**config.mk**
```make
export PLATFORM = sky130hd
export DESIGN_NAME = zof_sample_ram
export DESIGN_NICKNAME = d
export VERILOG_FILES = /design/src/assert_macros.svh /design/src/zof_pkg.sv /design/src/zof_sample_ram.sv
export SDC_FILE = /design/constraint.sdc
export NUM_CORES = 1
export LEC_CHECK = 0
export BUFFER_PORTS_ARGS = -buffer_cell sky130_fd_sc_hd__clkbuf_2
export CAP_MARGIN = 20
export CORE_AREA = 8 8 432 329
export CTS_BUF_LIST = sky130_fd_sc_hd__clkbuf_16
export DETAILED_ROUTE_END_ITERATION = 12
export DIE_AREA = 0 0 440 337
export PLACE_DENSITY = 0.41
export SYNTH_ARGS = -nofsm -noshare
export SYNTH_HDL_FRONTEND = slang
export SYNTH_SLANG_ARGS = --single-unit
```
**constraint.sdc**
```tcl
create_clock -name clk -period 3.1 [get_ports clk]
set_input_delay 0.31 -clock clk [delete_from_list [all_inputs] [get_ports clk]]
set_output_delay 0.31 -clock clk [all_outputs]
set_load 0.005 [all_outputs]
```
**src/assert_macros.svh**
```systemverilog
// Assertion helpers shared by the RTL. Checks compile away in synthesis.
`ifndef ASSERT_MACROS_SVH
`define ASSERT_MACROS_SVH

`ifndef SYNTHESIS

// Property holds at every clock edge outside reset.
`define ASSERT_HOLDS(lbl, clk, rst, prop) \
  lbl: assert property (@(posedge clk) disable iff (rst) (prop)) \
    else $error("assertion failed");

// Condition a in one cycle implies condition b in the next.
`define ASSERT_NEXT(lbl, clk, rst, a, b) \
  lbl: assert property (@(posedge clk) disable iff (rst) (a) |=> (b)) \
    else $error("assertion failed");

`else

`define ASSERT_HOLDS(lbl, clk, rst, prop)
`define ASSERT_NEXT(lbl, clk, rst, a, b)

`endif

`endif

```
**src/zof_pkg.sv**
```systemverilog
package zof_pkg;

  localparam int MaxSamplesDefault = 64;
  localparam int SampleBitsDefault = 16;

  // Commands from the sequencer to the statistics unit.
  typedef struct packed {
    logic add;    // store and accumulate one sample
    logic clear;  // set done, start a new one
    logic mul;    // form n*Q and S*S
    logic thr;    // form threshold 4*(n*Q - S*S)
  } stats_ctl_t;

endpackage

```
**src/zof_sample_ram.sv**
```systemverilog
module zof_sample_ram #(
  parameter int MAX_SAMPLES = zof_pkg::MaxSamplesDefault,
  parameter int SAMPLE_BITS = zof_pkg::SampleBitsDefault,
  localparam int IdxW = (MAX_SAMPLES > 1) ? $clog2(MAX_SAMPLES) : 1
) (
  input  logic                          clk,
  input  logic                          we,
  input  logic [IdxW-1:0]               waddr,
  input  logic signed [SAMPLE_BITS-1:0] wdata,
  input  logic                          re,
  input  logic [IdxW-1:0]               raddr,
  output logic signed [SAMPLE_BITS-1:0] rdata
);

  logic signed [SAMPLE_BITS-1:0] mem [MAX_SAMPLES];

  always_ff @(posedge clk) begin
    if (we) begin
      mem[waddr] <= wdata;
    end
  end

  // read data holds while re is low, so a stalled emit keeps its word
  always_ff @(posedge clk) begin
    if (re) begin
      rdata <= mem[raddr];
    end
  end

endmodule

```
==> summary.txt <==
Status = complete, no violations
Final Hold Viols = 0
Via/cell ratio = 4.91
Initial antenna violation count = 11
Critical Path Fanout Max = 1
Die width = 440 µm
GP Congestion = 0.738
Rows = 117
DR pass1 iterations = 7
R2R Setup Slk = 240 ps
Reg2reg path depth = 6
Clock tree sinks = 1040
Largest net degree at the start of global routing = 65
Total Nets Final = 2089
GR Util met2 = 22.8%
GR Util met1 = 22.2%
Period utilization = 92.4%
Detail Route Antenna Nets = 0
Die Height = 337 µm
Tot GR Track Use = 14.9%
Setup CP Type = flop to flop
DR DRC count = 0
Distinct cell type count after synthesis = 42
Cts bufs inserted = 106
Wire per inst = 28.2 µm
Area of the die = 148000 µm²
Port bufs = 46
Post-Syn Instances = 1829
Slew @ Worst Pin = 1040 ps
Tmin final = 2860 ps
Global route overflow = 0
Mapped Avg Cell Area = 22.0 µm²
Xor and xnor fraction of the mapped netlist area = 0%
H-tree Lvls = 3
Dpl hpwl = 69600 µm
Post-synth EDFFs = 1040
Max Buffers Root-to-Sink = 3
Finish-stage setup viols = 0
Clk slew on worst S/H paths = 70 ps
Worst reg2reg startpoint = mem[31][11]
Post-synthesis mux area share = 15.5%
Peak VDD IR = 0.408 mV
Skew final = 24.2 ps
GR Util met3 = 2.62%
Util after Layout = 34.8%
Critical Path Start Type = flop
First DRT Iteration DRCs = 1771
Asr flop ratio synth = 0%
Crit path arrival time = 3290 ps
Layout area overhead = 16.7%
Layout cells sized above 1 = 29.2%
Pre-CTS setup slack = -303 ps
Cell Area, Synth = 40200 µm²
Finished Cell Area = 46900 µm²
Worst r2r dst = rdata[11]
First-pass GRT wire length = 157000 µm
Worst Setup EP = rdata[11]
Max Cap Viol = 0
Compound-Gate Fraction of Synth Area = 2.40%
GRT busiest layer = met2
CP Launch Point = mem[31][11]
Register area share after synthesis = 77.7%
Synth Area in Simple Gates = 2.64%
Inst Count DP = 3732
Count of pins over their slew limit = 0
Hold Path Class = input port to flop
Largest family of logic cells by synthesized area = multiplexers
CP Capture Type = flop
Synth Area in Adders = 0%
Core ar. = 135000 µm²
CTS resizes = 0
Vias in the first global route = 19.8k
Fmax = 0.349 GHz
Area after DPL = 43600 µm²
Clk_lat worst skew = 710 ps
PwrDens = 631 nW/µm²
Post-CTS setup buffer count = 0
Slew HR = 30.4%
Initial Utilization = 29.8%
Post-Route WL = 111000 µm
Hold slack = 43.0 ps
Clock tree root buffer cell = clkbuf_16
RSZ-0062 raised after global routing = no
Worst path required time = 3530 ps
Via count = 19.3k
#FFs+latches synth = 1040
YS warnings = 0
Final Non-Filler Cells = 3938
Worst Hold Path Cells = 1
I/O Pins = 47
Final WS setup = 236 ps
Ys flop type = edfxtp_1
Synth Net Count = 1860
CTS tree = built
Pleak = 14.8 nW
registers in the layout (all words and copies together) (netlist names):
| name | flops |
|---|---|
| mem | 1024 |
| rdata | 16 |
report_power, final:
| part | switching [W] | leakage (nW) | internal [W] |
|---|---|---|---|
| logic | 0.000995 | 3.79 | 0.000594 |
| registers | 0.0000366 | 9.37 | 0.0156 |
| clock network | 0.00539 | 1.69 | 0.00699 |
worst max-delay path, cell delays in order (launching register included):
cell and delay [ps]:
edfxtp_1 360, mux4_2 490, mux2i_1 560, nand3_1 200, a31oi_1 700, buf_4 230
a311oi_1 40
cell families after synthesis:
group                  after synthesis
AO/OA/AOI/OAI                      129
flip-flops                        1040
AND/OR/NAND/NOR                    220
multiplexers                       336
buffers and inverters              104
cell usage after synthesis, types with 16 or more instances:
cell,count,area (µm²)
mux4_2,220,4950
clkbuf_1,24,90.1
mux2_2,27,304
a221oi_1,16,140
nor2b_1,30,188
a22oi_1,39,293
mux2i_1,85,851
buf_2,36,180
nor2_1,72,270
a21oi_1,17,85.1
nand2_1,59,221
buf_6,17,191
nand3_1,24,120
edfxtp_1,1040,31200
stage by stage:
step	setup TNS (ps)	power [W]
5_1_grt	0	0.0306
2_1_floorplan	0	0.0167
6_report	0	0.0296
3_3_place_gp	-743	0.0175
3_5_place_dp	-817	0.0176
4_1_cts	0	0.0300
routing by layer:
metal,share of wire (%),vias up,routed length [µm]
li1,-,8181,-
met1,48,10600,53300
met2,45,467,50500
met3,4.7,125,5180
met4,1.9,2,2070
met5,0.015,-,17
placed cells by master, fill, tap and decap left out, drive strengths merged, types with 6 or more instances in the layout:
cell type and instances:
edfxtp 1040, a31oi 8, buf 180, nand4 12, inv 20, a221o 6
a21oi 17, a311oi 8, nor2 74, nor2b 30, clkbuf 152, diode 6
nand2 60, nand3 24, a211oi 8, a211o 8, o21ai 8, mux2 27
bufinv 8, a22o 6, a22oi 39, mux4 224, mux2i 85, clkinv 55
a221oi 16
final cells by class:
| class | count | area (µm²) |
|---|---|---|
| multi-input cells | 685 | 8260 |
| clock inverters | 88 | 597 |
| well taps | 1785 | 2230 |
| repair buffers | 225 | 1870 |
| diodes | 6 | 15.0 |
| clock buffers | 109 | 2730 |
| fillers | 12500 | 87900 |
| flip-flops and latches | 1040 | 31200 |
what timing repair did:
action	CTS	global route
setup endpoints to repair	0	0
endpoints found under the hold margin	2	0
hold buffers	2	0
how the worst min path moves through the flow:
stage                   from         end  slack, ps
finish              wdata[3]   mem[8][3]         40
global route        wdata[3]   mem[8][3]         20
CTS                 waddr[1]  mem[49][7]         30
detailed placement  wdata[8]  mem[33][8]        600
global placement    wdata[8]  mem[33][8]        600
floorplan           wdata[0]   mem[0][0]        410
(Power assumes the default switching activity.)
