## src/assert_macros.svh

```systemverilog
// Assertion helpers shared by the RTL. Checks compile away in synthesis.
`ifndef ASSERT_MACROS_SVH
`define ASSERT_MACROS_SVH

`ifndef SYNTHESIS

// Property holds at every clock edge outside reset.
`define ASSERT_HOLDS(lbl, clk, rst, prop) \
  lbl: assert property (@(posedge clk) disable iff (rst) (prop)) \
    else $error("assertion failed");

// Condition a in one cycle implies condition b in the next.
`define ASSERT_NEXT(lbl, clk, rst, a, b) \
  lbl: assert property (@(posedge clk) disable iff (rst) (a) |=> (b)) \
    else $error("assertion failed");

`else

`define ASSERT_HOLDS(lbl, clk, rst, prop)
`define ASSERT_NEXT(lbl, clk, rst, a, b)

`endif

`endif

```

## src/zof_pkg.sv

```systemverilog
package zof_pkg;

  localparam int MaxSamplesDefault = 64;
  localparam int SampleBitsDefault = 16;

  // Commands from the sequencer to the statistics unit.
  typedef struct packed {
    logic add;    // store and accumulate one sample
    logic clear;  // set done, start a new one
    logic mul;    // form n*Q and S*S
    logic thr;    // form threshold 4*(n*Q - S*S)
  } stats_ctl_t;

endpackage

```

## src/zof_flag_pipe.sv

```systemverilog
module zof_flag_pipe #(
  parameter int MAX_SAMPLES = zof_pkg::MaxSamplesDefault,
  parameter int SAMPLE_BITS = zof_pkg::SampleBitsDefault,
  localparam int CntW  = $clog2(MAX_SAMPLES + 1),
  localparam int LogN  = $clog2(MAX_SAMPLES),
  localparam int SumW  = SAMPLE_BITS + LogN,
  localparam int Sq1W  = 2 * SAMPLE_BITS - 1,
  localparam int QsumW = Sq1W + LogN,
  localparam int RhsW  = CntW + QsumW + 2,
  localparam int DW    = SumW + 1,
  localparam int DdW   = 2 * DW - 1
) (
  input  logic                          clk,
  input  logic                          rst,
  input  logic                          adv,
  input  logic                          in_valid,
  input  logic signed [SAMPLE_BITS-1:0] in_value,
  input  logic                          in_last,
  input  logic [CntW-1:0]               count,
  input  logic signed [SumW-1:0]        sum,
  input  logic [RhsW-1:0]               rhs,
  output logic                          out_valid,
  output logic signed [SAMPLE_BITS-1:0] out_value,
  output logic                          out_flag,
  output logic                          out_last
);

  logic signed [CntW+SAMPLE_BITS:0] nx;
  logic signed [DW-1:0]             d_next;
  logic signed [2*DW-1:0]           dd_full;

  logic                          va;
  logic signed [DW-1:0]          d;
  logic signed [SAMPLE_BITS-1:0] val_a;
  logic                          last_a;

  logic                          vb;
  logic [DdW-1:0]                dd;
  logic signed [SAMPLE_BITS-1:0] val_b;
  logic                          last_b;

  assign nx      = $signed({1'b0, count}) * in_value;
  assign d_next  = DW'(nx) - DW'(sum);
  assign dd_full = d * d;

  // whole pipe moves as one when the output word is free or taken
  always_ff @(posedge clk) begin
    if (rst) begin
      va        <= 1'b0;
      vb        <= 1'b0;
      out_valid <= 1'b0;
    end else if (adv) begin
      va        <= in_valid;
      vb        <= va;
      out_valid <= vb;
    end
  end

  always_ff @(posedge clk) begin
    if (adv) begin
      d         <= d_next;
      val_a     <= in_value;
      last_a    <= in_last;
      dd        <= dd_full[DdW-1:0];
      val_b     <= val_a;
      last_b    <= last_a;
      out_value <= val_b;
      out_flag  <= (dd > rhs);
      out_last  <= last_b;
    end
  end

endmodule

```

## config.mk

```make
export PLATFORM = sky130hd
export DESIGN_NAME = zof_flag_pipe
export DESIGN_NICKNAME = d
export VERILOG_FILES = /design/src/assert_macros.svh /design/src/zof_pkg.sv /design/src/zof_flag_pipe.sv
export SDC_FILE = /design/constraint.sdc
export NUM_CORES = 2
export LEC_CHECK = 0
export BUFFER_PORTS_ARGS = -buffer_cell sky130_fd_sc_hd__buf_2
export CAP_MARGIN = 20
export CORE_ASPECT_RATIO = 1.4
export CORE_MARGIN = 4
export CORE_UTILIZATION = 55
export DETAILED_ROUTE_END_ITERATION = 10
export GPL_ROUTABILITY_DRIVEN = 0
export PLACE_DENSITY = 0.81
export SETUP_SLACK_MARGIN = 0.02
export SYNTH_ARGS = -nofsm -noshare
export SYNTH_HDL_FRONTEND = slang
export SYNTH_SLANG_ARGS = --single-unit
```

## constraint.sdc

```tcl
create_clock -name clk -period 12.53 [get_ports clk]
set_clock_uncertainty 0.05 [all_clocks]
set_input_delay 3.1325 -clock clk [delete_from_list [all_inputs] [get_ports clk]]
set_output_delay 3.1325 -clock clk [all_outputs]
set_load 0.02 [all_outputs]
```

==> impl_metrics.yaml <==
cells_and_area:
  fillers: 3819
  fin_nets: 3694
  diodes: 0
  area_delta_synth_final_pct: 7.17
  drive_gt1_share_pct: 6.95
grt:
  grt_pass1_vias: 21101
  grt_pass1_wl_mm: 103
  grt_antenna_before_repair: 0
  grtUsageTotal_pct: 24.5
  gr-total-overflow: 0
  grt_max_degree: 73
critical_path:
  reg2reg_to: "dd[40]$_DFFE_PP_"
  crit_arrival_ns: 7.94
  cp-startpoint: "d[7]$_DFFE_PP_"
  critPathKind: "register to register"
  cp-end-kind: "register"
  worstSetupStartpointType: "register"
  cp.required_ns: 12.79
  r2r_slack_ns: 4.85
  cp_max_fo: 19
  reg2reg_depth: 23
  r2r_start: "d[7]$_DFFE_PP_"
timing:
  max_slew_margin_pct: 39.4
  hold_viol_final: 0
  fin_crit_sh_pct: 61.3
  tightest_slew_ns: 0.909
  slew_viol_final: 0
  final.setup.tns_ns: 0
  fmax_mhz: 130
  fin_crit_ns: 7.68
  setup_viol: 0
  rsz0062_at_grt: "false"
clocking:
  cts_buffers: 17
  cts_max_level: 4
  cts-root-buf: "clkbuf_16"
  clock-sinks: 122
  clk_path_buf_depth: 2
  clk_pin_slew_worst_paths_ns: 0.07
  clock_latency_ns: 0.48
  cts_setup_buffers: 0
  cts_resized: 0
  cts_hold_buffers: 0
  cts_tree: "yes"
detailed_routing:
  ant_nets: 0
  viasPerCell: 5.35
  drc: 0
  wl_per_cell_um: 18.0
  drtIter0Drc: 947
  vias: 18213
  drtPass1Iterations: 7
  wirelength_mm: 61.2
placement:
  dp_hpwl_mm: 49.9
  place.port_buffers: 114
synth:
  synthAdderAreaFrac_pct: 56.0
  ys_types: 63
  synth_top_family_by_area: "adder cells"
  synth_ff_type: "edfxtp_1"
  ys_ff_latch: 122
  async_reset_ff_share_pct: 0
  synth.most_common_cell: "inv_1"
  yosys.area_share.simple_pct: 10.1
  yosys.area.top_type_share_pct: 45.6
  synth_top_area_cell: "fa_1"
  synthCells: 2666
  ys_top_cells_by_count: "inv_1 (808), fa_1 (612), nand2_1 (228)"
  synth.yosys.seq_area_share_pct: 13.5
  synth_edf_count: 119
  netlist_area_um2: 26800
  yosysWarnings: 0
  synth_mux_area_share_pct: 0.196
  synth.avg_cell_area_um2: 10.1
  synth-xor-area-share_pct: 2.84
  synth_compound_area_share_pct: 5.22
  synth_fp_nets: 3596
  yosys-top-cells-area: "fa_1 (46%), edfxtp_1 (13%), inv_1 (11%)"
floorplanning:
  start_util_pct: 55.8
  fp.dieArea_um2: 52500
  chipWidth_um: 195
  core_area_um2: 48100
  dieHeight_um: 269
  io_pins: 115
  rows: 95
worst_hold_path:
  holdPathEnd: "out_value[1]$_DFFE_PP_"
  min_from: "val_b[1]$_DFFE_PP_"
  hold_path_class: "register to register"
  whs_path_depth: 0
flow_run:
  max_cap_viol_count: 0
outcome:
  outcome: "completed"
placed cells by master, fill, tap and decap left out, types with 6 or more instances in the layout:
cell type  Yosys  routed
clkbuf_16      0      17
o21bai_1       6       6
nor3_1        12      12
nand4_1       15      15
buf_4          0      25
o21ai_0       31      31
fa_1         612     612
inv_1        808     808
o21a_1        12      12
a21o_1        36      36
a21oi_1       51      51
a31oi_1       10      10
nor2_1        58      58
xnor2_1       66      66
nand2b_1       9       9
buf_2          1     113
edfxtp_1     119     119
ha_1         222     222
nand3_1       11      11
a211oi_1       6       6
nor2b_1       21      21
xor2_1        21      21
inv_8          0       6
nand2_1      228     228
and3_1         9       9
and2_1       171     171
final cells by class:
type / instances / area [um^2] / area share [%]
clock buffers: 17 / 425 / 1.48
clock inverters: 15 / 181 / 0.631
inverters: 808 / 3030 / 10.5
multi-input cells: 1677 / 20000 / 69.4
flip-flops and latches: 122 / 3630 / 12.6
well taps: 630 / 788 / 2.74
repair buffers: 138 / 753 / 2.62
how the worst max path moves through the flow:
| stage | cells after the start | endpoint |
|---|---|---|
| 2_1_floorplan | 18 | d[21]$_DFFE_PP_ |
| 3_5_place_dp | 18 | d[22]$_DFFE_PP_ |
| 5_1_grt | 20 | dd[43]$_DFFE_PP_ |
| 3_3_place_gp | 18 | d[21]$_DFFE_PP_ |
| 6_report | 23 | dd[40]$_DFFE_PP_ |
| 4_1_cts | 23 | dd[42]$_DFFE_PP_ |
logic make-up (layout without fill, tap and decap cells):
family	after synthesis	in the layout
compound gates	202	202
xor+xnor	87	87
fa+ha+maj	834	834
buf+inv	867	978
flops	122	122
mux	5	5
simple gates	549	549
through the flow:
step | instances | area (um^2) | worst slack [ns] | hold WS (ns) | utilization, %
2_1_floorplan | 2666 | 26800 | 4.85 | 0.350 | -
3_3_place_gp | 3375 | 28200 | 4.57 | 0.350 | 58.5
3_5_place_dp | 3375 | 28200 | 4.55 | 0.355 | 58.5
4_1_cts | 3407 | 28800 | 4.93 | 0.366 | 59.8
5_1_grt | 3407 | 28800 | 4.49 | 0.376 | 59.8
6_report | 3407 | 28800 | 4.85 | 0.368 | 59.8
worst max-delay path: stages, from the launching register on:
cell,delay (ns)
edfxtp_1,0.33
buf_4,0.30
inv_1,0.27
nor2_1,0.46
fa_1,0.55
fa_1,0.49
fa_1,0.55
ha_1,0.14
inv_1,0.05
fa_1,0.50
inv_1,0.05
fa_1,0.52
inv_1,0.05
fa_1,0.47
inv_1,0.05
ha_1,0.32
nor2_1,0.08
nor3b_1,0.40
nand4_1,0.39
a31oi_1,0.48
o22ai_1,0.26
o31ai_1,0.41
nand3_1,0.13
a31oi_1,0.20
state kept, by name, indices dropped and copies added, names as in the netlist:
register,flops
dd,44
d,23
out_value,16
val_a,16
val_b,16
last_a,1
last_b,1
out_flag,1
out_last,1
out_valid,1
va,1
vb,1
metal layers:
layer | GRT usage [%] | wire length, um | vias up
met4 | 13.0 | 3590 | 0
li1 | - | - | 8080
met1 | 26.8 | 21100 | 9284
met5 | 0 | 0 | -
met2 | 45.3 | 33500 | 633
met3 | 3.78 | 2990 | 216
Power is not shown: default switching activity piles up to over one toggle a cycle in this logic, so the estimate is an artifact.
