<file path="src/assert_macros.svh">
// Assertion helpers shared by the RTL. Checks compile away in synthesis.
`ifndef ASSERT_MACROS_SVH
`define ASSERT_MACROS_SVH

`ifndef SYNTHESIS

// Property holds at every clock edge outside reset.
`define ASSERT_HOLDS(lbl, clk, rst, prop) \
  lbl: assert property (@(posedge clk) disable iff (rst) (prop)) \
    else $error("assertion failed");

// Condition a in one cycle implies condition b in the next.
`define ASSERT_NEXT(lbl, clk, rst, a, b) \
  lbl: assert property (@(posedge clk) disable iff (rst) (a) |=> (b)) \
    else $error("assertion failed");

`else

`define ASSERT_HOLDS(lbl, clk, rst, prop)
`define ASSERT_NEXT(lbl, clk, rst, a, b)

`endif

`endif

</file>
<file path="src/zof_pkg.sv">
package zof_pkg;

  localparam int MaxSamplesDefault = 64;
  localparam int SampleBitsDefault = 16;

  // Commands from the sequencer to the statistics unit.
  typedef struct packed {
    logic add;    // store and accumulate one sample
    logic clear;  // set done, start a new one
    logic mul;    // form n*Q and S*S
    logic thr;    // form threshold 4*(n*Q - S*S)
  } stats_ctl_t;

endpackage

</file>
<file path="src/zof_stats.sv">
module zof_stats #(
  parameter int MAX_SAMPLES = zof_pkg::MaxSamplesDefault,
  parameter int SAMPLE_BITS = zof_pkg::SampleBitsDefault,
  localparam int CntW  = $clog2(MAX_SAMPLES + 1),
  localparam int LogN  = $clog2(MAX_SAMPLES),
  localparam int SumW  = SAMPLE_BITS + LogN,
  localparam int Sq1W  = 2 * SAMPLE_BITS - 1,
  localparam int QsumW = Sq1W + LogN,
  localparam int NqW   = CntW + QsumW,
  localparam int SsW   = 2 * SumW - 1,
  localparam int RhsW  = NqW + 2
) (
  input  logic                          clk,
  input  logic                          rst,
  input  zof_pkg::stats_ctl_t           ctl,
  input  logic signed [SAMPLE_BITS-1:0] x,
  output logic [CntW-1:0]               count,
  output logic signed [SumW-1:0]        sum,
  output logic [RhsW-1:0]               rhs
);

  logic [QsumW-1:0]                qsum;
  logic                            sq_pend;
  logic [Sq1W-1:0]                 sq_prod;
  logic signed [2*SAMPLE_BITS-1:0] xx_full;
  logic signed [2*SumW-1:0]        ss_full;
  logic [NqW-1:0]                  nq;
  logic [SsW-1:0]                  ss;

  assign xx_full = x * x;
  assign ss_full = sum * sum;

  // square is registered and folded into the sum of squares in the following cycle
  always_ff @(posedge clk) begin
    if (rst) begin
      count   <= '0;
      sum     <= '0;
      qsum    <= '0;
      sq_pend <= 1'b0;
    end else if (ctl.clear) begin
      count   <= '0;
      sum     <= '0;
      qsum    <= '0;
      sq_pend <= 1'b0;
    end else begin
      if (ctl.add) begin
        count <= count + CntW'(1);
        sum   <= sum + SumW'(x);
      end
      if (sq_pend) begin
        qsum <= qsum + QsumW'(sq_prod);
      end
      sq_pend <= ctl.add;
    end
  end

  always_ff @(posedge clk) begin
    sq_prod <= xx_full[Sq1W-1:0];
    if (ctl.mul) begin
      nq <= count * qsum;
      ss <= ss_full[SsW-1:0];
    end
    // n*Q >= S*S always, so the difference stays unsigned
    if (ctl.thr) begin
      rhs <= {nq - NqW'(ss), 2'b00};
    end
  end

endmodule

</file>
<file path="config.mk">
export PLATFORM = sky130hd
export DESIGN_NAME = zof_stats
export DESIGN_NICKNAME = d
export VERILOG_FILES = /design/src/assert_macros.svh /design/src/zof_pkg.sv /design/src/zof_stats.sv
export SDC_FILE = /design/constraint.sdc
export NUM_CORES = 2
export LEC_CHECK = 0
export BUFFER_PORTS_ARGS = -buffer_cell sky130_fd_sc_hd__buf_2
export CORE_MARGIN = 2
export CORE_UTILIZATION = 35
export CTS_BUF_LIST = sky130_fd_sc_hd__clkbuf_8
export DETAILED_ROUTE_END_ITERATION = 16
export SKIP_LAST_GASP = 1
export SLEW_MARGIN = 10
export SYNTH_ARGS = -nofsm -noshare
export SYNTH_HDL_FRONTEND = slang
export SYNTH_SLANG_ARGS = --single-unit
</file>
<file path="constraint.sdc">
create_clock -name clk -period 8.89 [get_ports clk]
set_input_delay 0.889 -clock clk [delete_from_list [all_inputs] [get_ports clk]]
set_output_delay 0.889 -clock clk [all_outputs]
set_load 0.01 [all_outputs]
</file>
==> impl_results.md <==
- Status: finished clean
- Vias: 30,900
- Initial core utilization: 35.4%
- Synth Area in Compound Gates: 8.70%
- Largest family of logic cells by synthesized area: adder cells
- Postcts setup bufs: 0
- Io pins: 97
- PD cells: 194 nW/um^2
- Avg Inst Size Synth: 9.33 sq um
- Post-Syn Instances: 4,699
- CTS tree: built
- Crit. End Element: register
- M1 WL: 50,100 um
- Min-Delay Path Class: register to register
- Crit path kind: register to register
- CTS root buf: clkbuf_8
- Rows: 129
- Synth Area in XOR/XNOR: 4.68%
- Yosys warnings: 0
- Post-DP HPWL: 89,400 um
- Die H: 358 um
- Leak: 0.0244 uW
- Max Cap Violations: 0
- Clk buf depth: 3
- Fmax: 125 MHz
- Hold Buf Count CTS: 0
- Multi-input gate area in the final layout: 33,300 sq um
- Setup TNS: 0 ns
- Clock skew after layout: 0.0508 ns
- Most frequent cells in the layout: 1,098 x inv_1, 854 x fa_1, 530 x nand2_1, 386 x ha_1, 214 x nor2_1
- Filler Cells Inserted: 12,500
- Peak VDD IR: 0.000371 V
- Post-synth ARST share: 0%
- Routed WL: 108,000 um
- Final worst-path cycle share: 90.1%
- Post-DRT Antenna Nets: 0
- Pre-CTS setup slack: 1.00 ns
- Register bit count reported by yosys: 227
- Crit-path max FO: 16
- Die span in x: 358 um
- DR top layer: met5
- DRT Pass-1 Iters: 5
- First-pass GRT wire length: 178,000 um
- DRC viols: 0
- Die ar.: 128,000 sq um
- Commonest non-fill, non-tap cell in the layout: inv_1
- Clk slew on worst S/H paths: 0.06 ns
- Fin. Hold Viols: 0
- IO Port Bufs: 94
- Primary FF master, synth: edfxtp_1
- Number of distinct library cells after synthesis: 78
- Layout cells sized above 1: 4.98%
- Tmin final: 8.01 ns
- Pin slew with the least headroom to its limit: 1.13 ns
- RSZ-0062 raised after global routing: no
- Total GRT Usage: 17.5%
- Worst setup SP type: register
- Nets@finish: 5,983
- Post-synth EDFFs: 130
- Pin count of the biggest net entering global routing: 66
- Initial antenna violation count: 5
- Synth Area in Adders: 50.0%
- Num CTS Buffers: 47
- Core area: 124,000 sq um
- # H-tree levels: 2
- Area grow syn2layout: 7.49%
- Vias in the first global route: 33,200
- Crit path DAT: 8.36 ns
- Worst-skew pair later-pin latency: 0.65 ns
- Setup-failing EPs final: 0
- GR Overflow Total: 0
- Final Wtd Congestion: 0.891
- Required time worst endpoint: 9.24 ns
- Post-synthesis mux area share: 0.851%
- DR iter-0 viols: 1,650
- Met3 routed WL: 5900 um
- Wire length on met2: 49,400 um
- Seq/Total Area, Yosys: 13.3%
- Simple-Gate Fraction of Synth Area: 11.6%
- Rel. slew slack: 24.4%
- Register area: 5850 sq um
- Post-Syn Area: 43,800 sq um
- WL/cell: 16.9 um
- Post-CTS resize count: 0
- Setup ws final: 0.876 ns
- Vias per std cell: 4.82
- Slew Viols, Final: 0
- CTS Sinks: 227
## worst max-delay path: stages, from the launching register on
cell and delay [ns]:
dfxtp_1 0.83, buf_4 0.27, and2_1 0.18, inv_1 0.07, fa_1 0.54, inv_1 0.06
fa_1 0.49, inv_1 0.05, fa_1 0.48, inv_1 0.05, fa_1 0.48, fa_1 0.52
fa_1 0.50, inv_1 0.05, fa_1 0.48, inv_1 0.04, ha_1 0.34, a21oi_1 0.14
o21ai_0 0.09, a21oi_1 0.30, o21ai_1 0.23, a31oi_1 0.39, o21ai_1 0.23, a2111oi_0 0.47
o21bai_1 0.14, a21oi_1 0.19, xnor2_1 0.09
## metal layers
| metal | vias up | GRT usage (%) |
|---|---|---|
| met2 | 730 | 28.6 |
| met3 | 181 | 2.69 |
| met5 | - | 0 |
| met1 | 15400 | 24.0 |
| met4 | 6 | 4.69 |
| li1 | 14500 | - |
## final cells by class
| type | instances | share of cell area [%] |
|---|---|---|
| diodes | 1 | 0.00531 |
| clock buffers | 53 | 1.55 |
| clock inverters | 34 | 0.688 |
| inverters | 1090 | 8.69 |
| multi-input cells | 3216 | 70.6 |
| flip-flops and latches | 227 | 12.4 |
| well taps | 1637 | 4.35 |
| repair buffers | 139 | 1.72 |
## per-stage QoR
step | area (sq um) | hold WS (ns) | instances | total power (uW) | utilization [%]
global placement | 46100 | 0.494 | 6309 | 7810 | 37.2
floorplan | 43800 | 0.511 | 4700 | 6380 | -
global route | 47100 | 0.561 | 6397 | 10200 | 38.0
CTS | 47100 | 0.526 | 6396 | 9210 | 38.0
detailed placement | 46100 | 0.508 | 6309 | 7910 | 37.2
finish | 47100 | 0.515 | 6397 | 9120 | 38.0
## registers in the layout (all words and copies together), names as in the netlist
name	cells
count	7
nq	44
qsum	37
rhs	44
sq_pend	1
sq_prod	30
ss	42
sum	22
## worst paths after layout
| check | end | slack, ns | depth (start not counted) | startpoint |
|---|---|---|---|---|
| max | ss[40]$_DFFE_PP_ | 0.88 | 26 | sum[9]$_SDFFE_PP0P_ |
| min | count[0]$_SDFFE_PP0P_ | 0.52 | 2 | count[0]$_SDFFE_PP0P_ |
| max reg2reg | ss[40]$_DFFE_PP_ | 0.88 | 26 | sum[9]$_SDFFE_PP0P_ |
| min reg2reg | count[0]$_SDFFE_PP0P_ | 0.52 | 2 | count[0]$_SDFFE_PP0P_ |
## Yosys cell counts, types with 4 or more instances
cell type  number  area share [%]
a2111oi_0       5            0.10
a211o_1         4           0.080
a211oi_1       25            0.43
a21o_1        115             2.0
a21oi_1       195             2.2
a31o_2          9            0.18
a31oi_1        22            0.31
a41o_1          4           0.091
a41oi_1         4           0.080
and2_1        153             2.2
and3_1         26            0.37
and4_1          6            0.12
buf_1          17            0.15
clkbuf_1      147             1.3
clkinv_1        4           0.034
dfxtp_1        97             4.4
edfxtp_1      130             8.9
fa_1          854              39
ha_1          386              11
inv_1        1085             9.3
mux2i_1        35            0.80
nand2_1       530             4.5
nand2b_1       37            0.53
nand3_1        33            0.38
nand3b_1        4           0.069
nand4_1        25            0.36
nor2_1        214             1.8
nor2b_1        26            0.37
nor3_1         29            0.33
o211ai_1       13            0.22
o21a_1         28            0.48
o21ai_0        78            0.89
o21ai_1        13            0.15
o21bai_1       30            0.51
o31ai_1         4           0.069
or2_2           6           0.086
or3_1          11            0.16
xnor2_1       163             3.3
xor2_1         71             1.4
## cells by family (layout without fill, tap and decap cells)
| kind of cell | Yosys count | in the layout |
|---|---|---|
| AO/OA/AOI/OAI | 588 | 588 |
| XOR/XNOR | 234 | 234 |
| multiplexers | 37 | 37 |
| other | 1 | 3 |
| buffers and inverters | 1257 | 1316 |
| AND/OR/NAND/NOR | 1115 | 1115 |
| flip-flops | 227 | 227 |
| adder cells (fa/ha/maj) | 1240 | 1240 |
## where the power goes
part,switching [uW],internal [uW],total [uW]
combinational,3550,2820,6370
sequential,103,1390,1500
clock,523,726,1250
total,4180,4940,9120
No activity file was read; power rests on OpenSTA's default activity.
